<file path="config.mk">
export PLATFORM = sky130hd
export DESIGN_NAME = fixed_partition_multi_stack_flat
export DESIGN_NICKNAME = d
export VERILOG_FILES = /design/src/hdl/fpms_pkg.sv /design/src/hdl/fpms_req_if.sv /design/src/hdl/fpms_rsp_if.sv /design/src/hdl/fpms_ram.sv /design/src/hdl/fpms_ctrl.sv /design/src/hdl/fpms_dp.sv /design/src/hdl/fixed_partition_multi_stack.sv /design/src/flat_wrapper.sv
export SDC_FILE = /design/constraint.sdc
export NUM_CORES = 2
export LEC_CHECK = 0
export BUFFER_PORTS_ARGS = -buffer_cell sky130_fd_sc_hd__buf_2
export CAP_MARGIN = 20
export CELL_PAD_IN_SITES_DETAIL_PLACEMENT = 0
export CELL_PAD_IN_SITES_GLOBAL_PLACEMENT = 1
export CORE_UTILIZATION = 49
export DETAILED_ROUTE_END_ITERATION = 8
export PLACE_DENSITY = 0.73
export SLEW_MARGIN = 20
export SYNTH_ARGS = -nofsm -noshare
export SYNTH_HDL_FRONTEND = slang
export SYNTH_SLANG_ARGS = --single-unit
</file>
<file path="constraint.sdc">
create_clock -name clk -period 4.2 [get_ports clk]
set_clock_uncertainty 0.15 [all_clocks]
set_input_delay 0 -clock clk [delete_from_list [all_inputs] [get_ports clk]]
set_output_delay 0 -clock clk [all_outputs]
set_load 0.05 [all_outputs]
</file>
<file path="src/hdl/fpms_pkg.sv">
`default_nettype none
package fpms_pkg;

    // Default sizing
    localparam int NUM_STACKS_DEF  = 3;
    localparam int STACK_DEPTH_DEF = 16;

    // Field widths of the channels
    localparam int FUNC_W   = 2;
    localparam int SEL_W    = 2;
    localparam int DATA_W   = 32;
    localparam int STATUS_W = 2;
    localparam int FILL_W   = 5;

    // Operation codes
    localparam logic [FUNC_W-1:0] OP_PUSH = 2'd0;
    localparam logic [FUNC_W-1:0] OP_POP  = 2'd1;
    localparam logic [FUNC_W-1:0] OP_TOP  = 2'd2;

    // Result status codes
    localparam logic [STATUS_W-1:0] STAT_OK    = 2'd0;
    localparam logic [STATUS_W-1:0] STAT_EMPTY = 2'd1;
    localparam logic [STATUS_W-1:0] STAT_FULL  = 2'd2;

    typedef enum logic [0:0] {
        S_IDLE,
        S_WAIT
    } fpms_state_t;

    // Controller to datapath
    typedef struct packed {
        logic in_ready;
        logic load;
    } fpms_cmd_t;

    // Datapath to controller
    typedef struct packed {
        logic in_valid;
        logic out_free;
    } fpms_stat_t;

endpackage
`default_nettype wire

</file>
<file path="src/hdl/fpms_req_if.sv">
`default_nettype none
interface fpms_req_if;
    import fpms_pkg::*;

    logic                     valid;
    logic                     ready;
    logic [FUNC_W-1:0]        func;
    logic [SEL_W-1:0]         stack_sel;
    logic signed [DATA_W-1:0] push_value;

    modport source (output valid, output func, output stack_sel, output push_value,
                    input ready);
    modport sink   (input valid, input func, input stack_sel, input push_value,
                    output ready);
endinterface
`default_nettype wire

</file>
<file path="src/hdl/fpms_rsp_if.sv">
`default_nettype none
interface fpms_rsp_if;
    import fpms_pkg::*;

    logic                     valid;
    logic                     ready;
    logic signed [DATA_W-1:0] read_value;
    logic [STATUS_W-1:0]      status;
    logic                     now_empty;
    logic [FILL_W-1:0]        fill_count;

    modport source (output valid, output read_value, output status, output now_empty,
                    output fill_count, input ready);
    modport sink   (input valid, input read_value, input status, input now_empty,
                    input fill_count, output ready);
endinterface
`default_nettype wire

</file>
<file path="src/hdl/fpms_ram.sv">
`default_nettype none
module fpms_ram #(
    parameter int WIDTH = 32,
    parameter int DEPTH = 48
) (
    input  wire logic                                   clk,
    input  wire logic                                   wr_en,
    input  wire logic [((DEPTH > 1) ? $clog2(DEPTH) : 1)-1:0] wr_addr,
    input  wire logic [WIDTH-1:0]                       wr_data,
    input  wire logic                                   rd_en,
    input  wire logic [((DEPTH > 1) ? $clog2(DEPTH) : 1)-1:0] rd_addr,
    output logic [WIDTH-1:0]                            rd_data
);
    logic [WIDTH-1:0] mem [DEPTH];

    always_ff @(posedge clk)
    begin
        if (wr_en)
        begin
            mem[wr_addr] <= wr_data;
        end
        if (rd_en)
        begin
            rd_data <= mem[rd_addr];
        end
    end
endmodule
`default_nettype wire

</file>
<file path="src/hdl/fpms_ctrl.sv">
`default_nettype none
module fpms_ctrl (
    input  wire logic         clk,
    input  wire logic         rst_n,
    input  wire fpms_pkg::fpms_stat_t st,
    output fpms_pkg::fpms_cmd_t       cmd
);
    import fpms_pkg::*;

    fpms_state_t state_reg;
    fpms_state_t state_next;

    always_ff @(posedge clk or negedge rst_n)
    begin
        if (!rst_n)
        begin
            state_reg <= S_IDLE;
        end
        else
        begin
            state_reg <= state_next;
        end
    end

    // Next state: one item in flight, wait for the output register to free up
    always_comb
    begin
        state_next = state_reg;
        case (state_reg)
            S_IDLE:
            begin
                if (st.in_valid)
                begin
                    state_next = S_WAIT;
                end
            end
            S_WAIT:
            begin
                if (st.out_free)
                begin
                    state_next = S_IDLE;
                end
            end
            default:
            begin
                state_next = S_IDLE;
            end
        endcase
    end

    always_comb
    begin
        cmd = '0;
        case (state_reg)
            S_IDLE:
            begin
                cmd.in_ready = 1'b1;
            end
            S_WAIT:
            begin
                cmd.load = st.out_free;
            end
            default:
            begin
                cmd = '0;
            end
        endcase
    end
endmodule
`default_nettype wire

</file>
<file path="src/hdl/fpms_dp.sv">
`default_nettype none
module fpms_dp #(
    parameter int NUM_STACKS  = fpms_pkg::NUM_STACKS_DEF,
    parameter int STACK_DEPTH = fpms_pkg::STACK_DEPTH_DEF
) (
    input  wire logic                 clk,
    input  wire logic                 rst_n,
    input  wire fpms_pkg::fpms_cmd_t  cmd,
    output fpms_pkg::fpms_stat_t      st,
    fpms_req_if.sink                  req,
    fpms_rsp_if.source                rsp
);
    import fpms_pkg::*;

    localparam int SW    = (NUM_STACKS > 1) ? $clog2(NUM_STACKS) : 1;
    localparam int CW    = $clog2(STACK_DEPTH + 1);
    localparam int TOTAL = NUM_STACKS * STACK_DEPTH;
    localparam int AW    = (TOTAL > 1) ? $clog2(TOTAL) : 1;

    localparam logic [SW+1:0] SEL_LIMIT = (SW + 2)'(NUM_STACKS);
    localparam logic [CW-1:0] DEPTH_C   = CW'(STACK_DEPTH);

    // Per-stack fill counters
    logic [CW-1:0] fill_reg [NUM_STACKS];

    // Item held between accept and result load
    logic [STATUS_W-1:0] pend_status_reg;
    logic [CW-1:0]       pend_fill_reg;
    logic                pend_read_reg;

    // Output register
    logic                     out_valid_reg;
    logic                     out_valid_next;
    logic signed [DATA_W-1:0] read_value_reg;
    logic [STATUS_W-1:0]      status_reg;
    logic                     empty_reg;
    logic [FILL_W-1:0]        fill_out_reg;

    logic                accept;
    logic [SW+1:0]       sel_ext;
    logic                sel_ok;
    logic [SW-1:0]       idx;
    logic [CW-1:0]       cur_fill;
    logic                is_push;
    logic                is_rd_op;
    logic                do_push;
    logic                do_read;
    logic                do_pop;
    logic [CW-1:0]       new_fill;
    logic [STATUS_W-1:0] new_status;
    logic [AW-1:0]       base;
    logic [AW-1:0]       wr_addr;
    logic [AW-1:0]       rd_addr;
    logic [DATA_W-1:0]   ram_rd;
    logic [CW+FILL_W-1:0] fill_wide;

    assign accept = req.valid & cmd.in_ready;

    assign sel_ext  = {{SW{1'b0}}, req.stack_sel};
    assign sel_ok   = sel_ext < SEL_LIMIT;
    assign idx      = sel_ext[SW-1:0];
    assign cur_fill = sel_ok ? fill_reg[idx] : '0;

    assign is_push  = req.func == OP_PUSH;
    assign is_rd_op = (req.func == OP_POP) || (req.func == OP_TOP);
    assign do_push  = sel_ok & is_push & (cur_fill != DEPTH_C);
    assign do_read  = sel_ok & is_rd_op & (cur_fill != '0);
    assign do_pop   = do_read & (req.func == OP_POP);

    always_comb
    begin
        new_fill = cur_fill;
        if (do_push)
        begin
            new_fill = cur_fill + CW'(1);
        end
        else if (do_pop)
        begin
            new_fill = cur_fill - CW'(1);
        end
    end

    always_comb
    begin
        new_status = STAT_OK;
        if (is_push && !do_push)
        begin
            new_status = STAT_FULL;
        end
        else if (is_rd_op && !do_read)
        begin
            new_status = STAT_EMPTY;
        end
    end

    // Slice base: stack number times the per-stack depth
    assign base    = AW'(idx * STACK_DEPTH);
    assign wr_addr = base + AW'(cur_fill);
    assign rd_addr = base + AW'(cur_fill - CW'(1));

    fpms_ram #(
        .WIDTH (DATA_W),
        .DEPTH (TOTAL)
    ) u_ram (
        .clk     (clk),
        .wr_en   (accept & do_push),
        .wr_addr (wr_addr),
        .wr_data (req.push_value),
        .rd_en   (accept & do_read),
        .rd_addr (rd_addr),
        .rd_data (ram_rd)
    );

    always_ff @(posedge clk or negedge rst_n)
    begin
        if (!rst_n)
        begin
            for (int i = 0; i < NUM_STACKS; i++)
            begin
                fill_reg[i] <= '0;
            end
        end
        else if (accept && (do_push || do_pop))
        begin
            fill_reg[idx] <= new_fill;
        end
    end

    always_ff @(posedge clk)
    begin
        if (accept)
        begin
            pend_status_reg <= new_status;
            pend_fill_reg   <= new_fill;
            pend_read_reg   <= do_read;
        end
    end

    assign out_valid_next = cmd.load ? 1'b1 : (rsp.ready ? 1'b0 : out_valid_reg);

    always_ff @(posedge clk or negedge rst_n)
    begin
        if (!rst_n)
        begin
            out_valid_reg <= 1'b0;
        end
        else
        begin
            out_valid_reg <= out_valid_next;
        end
    end

    // Report the low five bits of the count
    assign fill_wide = {{FILL_W{1'b0}}, pend_fill_reg};

    always_ff @(posedge clk)
    begin
        if (cmd.load)
        begin
            read_value_reg <= pend_read_reg ? ram_rd : '0;
            status_reg     <= pend_status_reg;
            empty_reg      <= pend_fill_reg == '0;
            fill_out_reg   <= fill_wide[FILL_W-1:0];
        end
    end

    assign req.ready      = cmd.in_ready;
    assign rsp.valid      = out_valid_reg;
    assign rsp.read_value = read_value_reg;
    assign rsp.status     = status_reg;
    assign rsp.now_empty  = empty_reg;
    assign rsp.fill_count = fill_out_reg;

    assign st.in_valid = req.valid;
    assign st.out_free = !out_valid_reg || rsp.ready;
endmodule
`default_nettype wire

</file>
<file path="src/hdl/fixed_partition_multi_stack.sv">
`default_nettype none
// Flow: an accepted item waits in the pending registers while the two-state sequencer is in
//   its wait state, then loads into the result register once that register is free; no new
//   item is taken before that load. The registered memory read lands in the result with it.
//   A new item is taken while the previous result still waits.
// Reset (rst_n, asynchronous, active low): fill counters, controller and output valid
//   clear at once; the shared memory is not cleared and needs no clearing pass.
module fixed_partition_multi_stack #(
    parameter int NUM_STACKS  = fpms_pkg::NUM_STACKS_DEF,
    parameter int STACK_DEPTH = fpms_pkg::STACK_DEPTH_DEF
) (
    input  wire logic  clk,
    input  wire logic  rst_n,
    fpms_req_if.sink   req,
    fpms_rsp_if.source rsp
);
    import fpms_pkg::*;

    // Command and status between sequencer and datapath
    fpms_cmd_t  ctl_cmd;
    fpms_stat_t ctl_st;

    // Sequencer: take one transfer, then hold until the result register frees
    fpms_ctrl u_ctrl (
        .clk   (clk),
        .rst_n (rst_n),
        .st    (ctl_st),
        .cmd   (ctl_cmd)
    );

    // Datapath: fill counters, shared memory, pending item and result register.
    // Push writes and pop/top reads are issued in the transfer cycle; the read
    // word comes back registered in the next cycle and lands in the result.
    fpms_dp #(
        .NUM_STACKS  (NUM_STACKS),
        .STACK_DEPTH (STACK_DEPTH)
    ) u_dp (
        .clk   (clk),
        .rst_n (rst_n),
        .cmd   (ctl_cmd),
        .st    (ctl_st),
        .req   (req),
        .rsp   (rsp)
    );

`ifndef SYNTH
    // One item at a time: no back-to-back input transfers
    a_one_in_flight: assert property (@(posedge clk) disable iff (!rst_n)
        (req.valid && req.ready) |=> !req.ready)
        else $error("input taken while an item was in flight");

    // Any error result carries a zero data word
    a_err_zero: assert property (@(posedge clk) disable iff (!rst_n)
        (rsp.valid && rsp.status != STAT_OK) |-> (rsp.read_value == '0))
        else $error("error result with nonzero data");

    // A nonzero count never comes with the empty flag
    a_empty_flag: assert property (@(posedge clk) disable iff (!rst_n)
        (rsp.valid && rsp.fill_count != '0) |-> !rsp.now_empty)
        else $error("empty flag set with nonzero fill");

    // A result only loads into a free output register
    a_load_free: assert property (@(posedge clk) disable iff (!rst_n)
        (rsp.valid && !rsp.ready) |=> !$past(ctl_cmd.load))
        else $error("result loaded over a waiting result");
`endif
endmodule
`default_nettype wire
</file>
<file path="src/flat_wrapper.sv">
// flat-port wrapper written by rule: the top's interface ports become plain ports
module fixed_partition_multi_stack_flat import fpms_pkg::*;
#(
    parameter int NUM_STACKS  = fpms_pkg::NUM_STACKS_DEF,
    parameter int STACK_DEPTH = fpms_pkg::STACK_DEPTH_DEF
)
  (clk, rst_n, req_valid, req_func, req_stack_sel, req_push_value, req_ready, rsp_valid, rsp_read_value, rsp_status, rsp_now_empty, rsp_fill_count, rsp_ready);
  fpms_req_if req_i ();
  fpms_rsp_if rsp_i ();
  input  wire logic clk;
  input  wire logic rst_n;
  input wire logic [$bits(req_i.valid)-1:0] req_valid;
  input wire logic [$bits(req_i.func)-1:0] req_func;
  input wire logic [$bits(req_i.stack_sel)-1:0] req_stack_sel;
  input wire logic [$bits(req_i.push_value)-1:0] req_push_value;
  output wire logic [$bits(req_i.ready)-1:0] req_ready;
  output wire logic [$bits(rsp_i.valid)-1:0] rsp_valid;
  output wire logic [$bits(rsp_i.read_value)-1:0] rsp_read_value;
  output wire logic [$bits(rsp_i.status)-1:0] rsp_status;
  output wire logic [$bits(rsp_i.now_empty)-1:0] rsp_now_empty;
  output wire logic [$bits(rsp_i.fill_count)-1:0] rsp_fill_count;
  input wire logic [$bits(rsp_i.ready)-1:0] rsp_ready;
  assign req_i.valid = req_valid;
  assign req_i.func = req_func;
  assign req_i.stack_sel = req_stack_sel;
  assign req_i.push_value = req_push_value;
  assign req_ready = req_i.ready;
  assign rsp_valid = rsp_i.valid;
  assign rsp_read_value = rsp_i.read_value;
  assign rsp_status = rsp_i.status;
  assign rsp_now_empty = rsp_i.now_empty;
  assign rsp_fill_count = rsp_i.fill_count;
  assign rsp_i.ready = rsp_ready;
  fixed_partition_multi_stack #(.NUM_STACKS(NUM_STACKS), .STACK_DEPTH(STACK_DEPTH)) u_core (.clk(clk), .rst_n(rst_n), .req(req_i), .rsp(rsp_i));
endmodule
</file>
==> impl_metrics.env <==
export IMPL_largest_register_ffs=1536
export IMPL_hold_path_class="in2reg"
export IMPL_endpoint_kind="flop"
export IMPL_reg2regPathDepth=12
export IMPL_async_flop_share=0.01041
export IMPL_area_growth_pct=16.49
export IMPL_cts_max_path_buffers=3
export IMPL_start_util=0.4935
export IMPL_gp_congestion=0.8241
export IMPL_root_buffer="clkbuf_16"
export IMPL_wl_per_cell_um=29.34
export IMPL_hold_path_startpoint="req_valid"
export IMPL_start_kind="flop"
export IMPL_power_total_mw=44.46
export IMPL_final_cell_mix="edfxtp_1, mux2i_1, o22ai_1, nand2_1, clkbuf_16"
export IMPL_cp_cell_sequence="mux2_1 > mux2_8 > ha_1 > fa_2 > xor2_2 > buf_4 > nand2_8 > buf_12 > o22ai_1 > or4_1 > nand2_1 > nand4_1"
export IMPL_core_area_mm2=0.1275
export IMPL_grt_first_pass_wirelength_um=239300
export IMPL_via_per_inst=6.055
export IMPL_routed_wl_um=166600
export IMPL_cp_slowest_stage_delay_ns=0.53
export IMPL_fin_crit_sh=0.9767
export IMPL_crit_reg2reg_launch="u_core.u_dp.fill_reg[5]$_DFFE_PN0P_"
export IMPL_grt_max_degree=156
export IMPL_synth_cells=3550
export IMPL_yosysUniqueCellTypes=47
export IMPL_powerDensity_mw_per_mm2=606.4
export IMPL_clock_sinks=1633
export IMPL_drt_initial_drc_count=3662
export IMPL_die_h_um=360.4
export IMPL_final_max_slew_viol_count=0
export IMPL_drc=0
export IMPL_ys_flop_type="edfxtp_1"
export IMPL_yosys_warnings=0
export IMPL_ys_seq_area_frac=0.7778
export IMPL_crit_required_ns=4.56
export IMPL_cts_buffers=160
export IMPL_synthesis_nets=3608
export IMPL_ys_top_cells_by_area="edfxtp_1, mux2i_1, o22ai_1, mux4_2, nand2_1"
export IMPL_track_usage=0.2566
export IMPL_hold_viol_final=0
export IMPL_yosysTopAreaCell="edfxtp_1"
export IMPL_num_vias=34380
export IMPL_grt_pass1_vias=33730
export IMPL_maxCapViolations=0
export IMPL_cp_data_arrival_time_ns=4.46
export IMPL_antenna_found_initial=4
export IMPL_cp_num_buf_inv=2
export IMPL_final_antenna_net_count=0
export IMPL_max_slew_margin=0.2414
export IMPL_status="completed"
export IMPL_tightest_slew_ns=1.135
export IMPL_clkTransAtPathRegs_ns=0.06
export IMPL_setup_viol=0
export IMPL_rsz0062_at_grt="true"
export IMPL_port_buffers=81
export IMPL_synth_seq_cells=1633
export IMPL_whs_endpoint="u_core.u_dp.pend_fill_reg[3]$_DFFE_PP_"
export IMPL_synth_top_area_share=0.7711
export IMPL_fp_row_count=131
export IMPL_dieArea_mm2=0.1299
export IMPL_drive_gt1_frac=0.1732
export IMPL_fin_nets=3945
export IMPL_io_pins=82
export IMPL_critical_path_class="reg2reg"
export IMPL_r2r_end="u_core.u_dp.u_ram.rd_data[15]$_DFFE_PP_"
export IMPL_clk_latency_ns=0.80
export IMPL_crit_family="simple AND/OR/NAND/NOR gates"
export IMPL_max_freq_mhz=243.8
export IMPL_synth_edff_count=1616
export IMPL_critPathMaxFanout=19
export IMPL_ir_drop_mv=0.5662
export IMPL_cpMaxStageDelayCell="or4_1"
export IMPL_grt_ovfl_total=0
export IMPL_synth_area_mm2=0.06293
export IMPL_cts_tree="built"
export IMPL_final_common_cell="edfxtp_1"
export IMPL_finalCriticalPeriod_ns=4.102
export IMPL_syn_avg_cell_area_um2=17.73
export IMPL_hold_path_cell_count=3
export IMPL_hpwlAfterDp_um=95920
export IMPL_whs_ns=0.08442
export IMPL_drt_pass1_iterations=6
export IMPL_leakage_nw=26.15
export IMPL_htreeDepth=4
export IMPL_r2r_slack_ns=0.1
export IMPL_die_x_um=360.4
what timing repair did:
item,CTS,global route
endpoints found under the hold margin,1585,0
endpoints found under the setup margin,13,20
hold buffers,44,0
gates cloned,0,0
resized for setup,11,3
buffers inserted,0,5
pin swaps,0,5
layout make-up:
cell class,instances,area [um2]
Timing Repair Buffer,366,3721
Multi-Input combinational cell,1715,13430
Inverter,11,57.56
Clock buffer,185,4098
Fill cell,9590,54210
Clock inverter,103,967.2
Tap cell,1662,2079
Sequential cell,1633,48950
Antenna cell,3,7.507
metal layers:
metal	up-vias	wire length, um	global-route usage
met2	1402	81940	0.4220
met5	-	8	0
met4	2	5771	0.09737
li1	14850	-	-
met1	17870	68020	0.3485
met3	259	10850	0.03640
per-stage QoR:
stage          setup TNS, ns  instance area (um2)  worst slack (ns)  cells  utilization
2_1_floorplan        -305.89                62930           -0.2312   3550            -
3_3_place_gp          -4.385                67590           -0.7222   5335       0.5300
3_5_place_dp          -1.496                67650           -0.3376   5338       0.5305
4_1_cts                    0                73250          0.001561   5670       0.5744
5_1_grt             -0.07590                73310          -0.02803   5675       0.5749
6_report                   0                73310           0.09803   5678       0.5749
worst reg2reg max path, cell delays in order (launching register included):
cell and delay [ns]:
dfrtp_1 0.39, mux2_1 0.31, mux2_8 0.32, ha_1 0.22
fa_2 0.44, xor2_2 0.29, buf_4 0.24, nand2_8 0.14
buf_12 0.22, o22ai_1 0.12, or4_1 0.53, nand2_1 0.27
nand4_1 0.17
cells in the mapped netlist, types with 2 or more instances:
library cell and n:
a21oi_1 4, a22oi_1 24, a32oi_1 18, and2_1 37, and3_1 47, buf_1 8
buf_12 2, buf_2 26, buf_4 36, buf_6 24, buf_8 3, clkbuf_1 91
dfrtp_1 17, edfxtp_1 1616, ha_1 17, inv_1 10, mux2_2 13, mux2i_1 534
mux4_2 46, nand2_1 239, nand2b_1 4, nand3_1 87, nand4_1 55, nand4_2 4
nor2_1 156, nor2b_1 5, nor3_4 2, o21ai_0 76, o22ai_1 256, o41ai_1 40
or4_1 25, xnor2_1 9, xor2_1 5
cells by family (layout without fill, tap and decap cells):
kind of cell,count (synthesis),after routing,synth area share
compound gates,425,425,0.04394
simple gates,664,664,0.04996
flops,1633,1633,0.7778
other cells,0,3,0
fa+ha+maj,18,18,0.003698
buf+inv,202,665,0.01873
xor+xnor,14,14,0.001948
mux,594,594,0.1039
how the worst max path moves through the flow:
stage,start,endpoint,slack [ns],cells after the start
floorplan,u_core.u_dp.fill_reg[5]$_DFFE_PN0P_,u_core.u_dp.u_ram.mem[17][0]$_DFFE_PP_,-0.23,13
global placement,u_core.u_dp.fill_reg[5]$_DFFE_PN0P_,u_core.u_dp.u_ram.rd_data[15]$_DFFE_PP_,-0.72,10
detailed placement,u_core.u_dp.fill_reg[5]$_DFFE_PN0P_,u_core.u_dp.u_ram.rd_data[12]$_DFFE_PP_,-0.34,11
CTS,u_core.u_dp.fill_reg[5]$_DFFE_PN0P_,u_core.u_dp.u_ram.rd_data[29]$_DFFE_PP_,0.002,10
global route,u_core.u_dp.fill_reg[0]$_DFFE_PN0P_,u_core.u_dp.fill_reg[10]$_DFFE_PN0P_,-0.03,11
finish,u_core.u_dp.fill_reg[5]$_DFFE_PN0P_,u_core.u_dp.u_ram.rd_data[15]$_DFFE_PP_,0.1,12
where the power goes:
group / leakage [nW] / switching [mW] / internal, mW
clock network: 2.46 / 6.09 / 7.78
logic: 8.91 / 7.61 / 4.65
registers: 14.8 / 0.0814 / 18.2
total: 26.2 / 13.8 / 30.7
No activity file was read; power rests on OpenSTA's default activity.
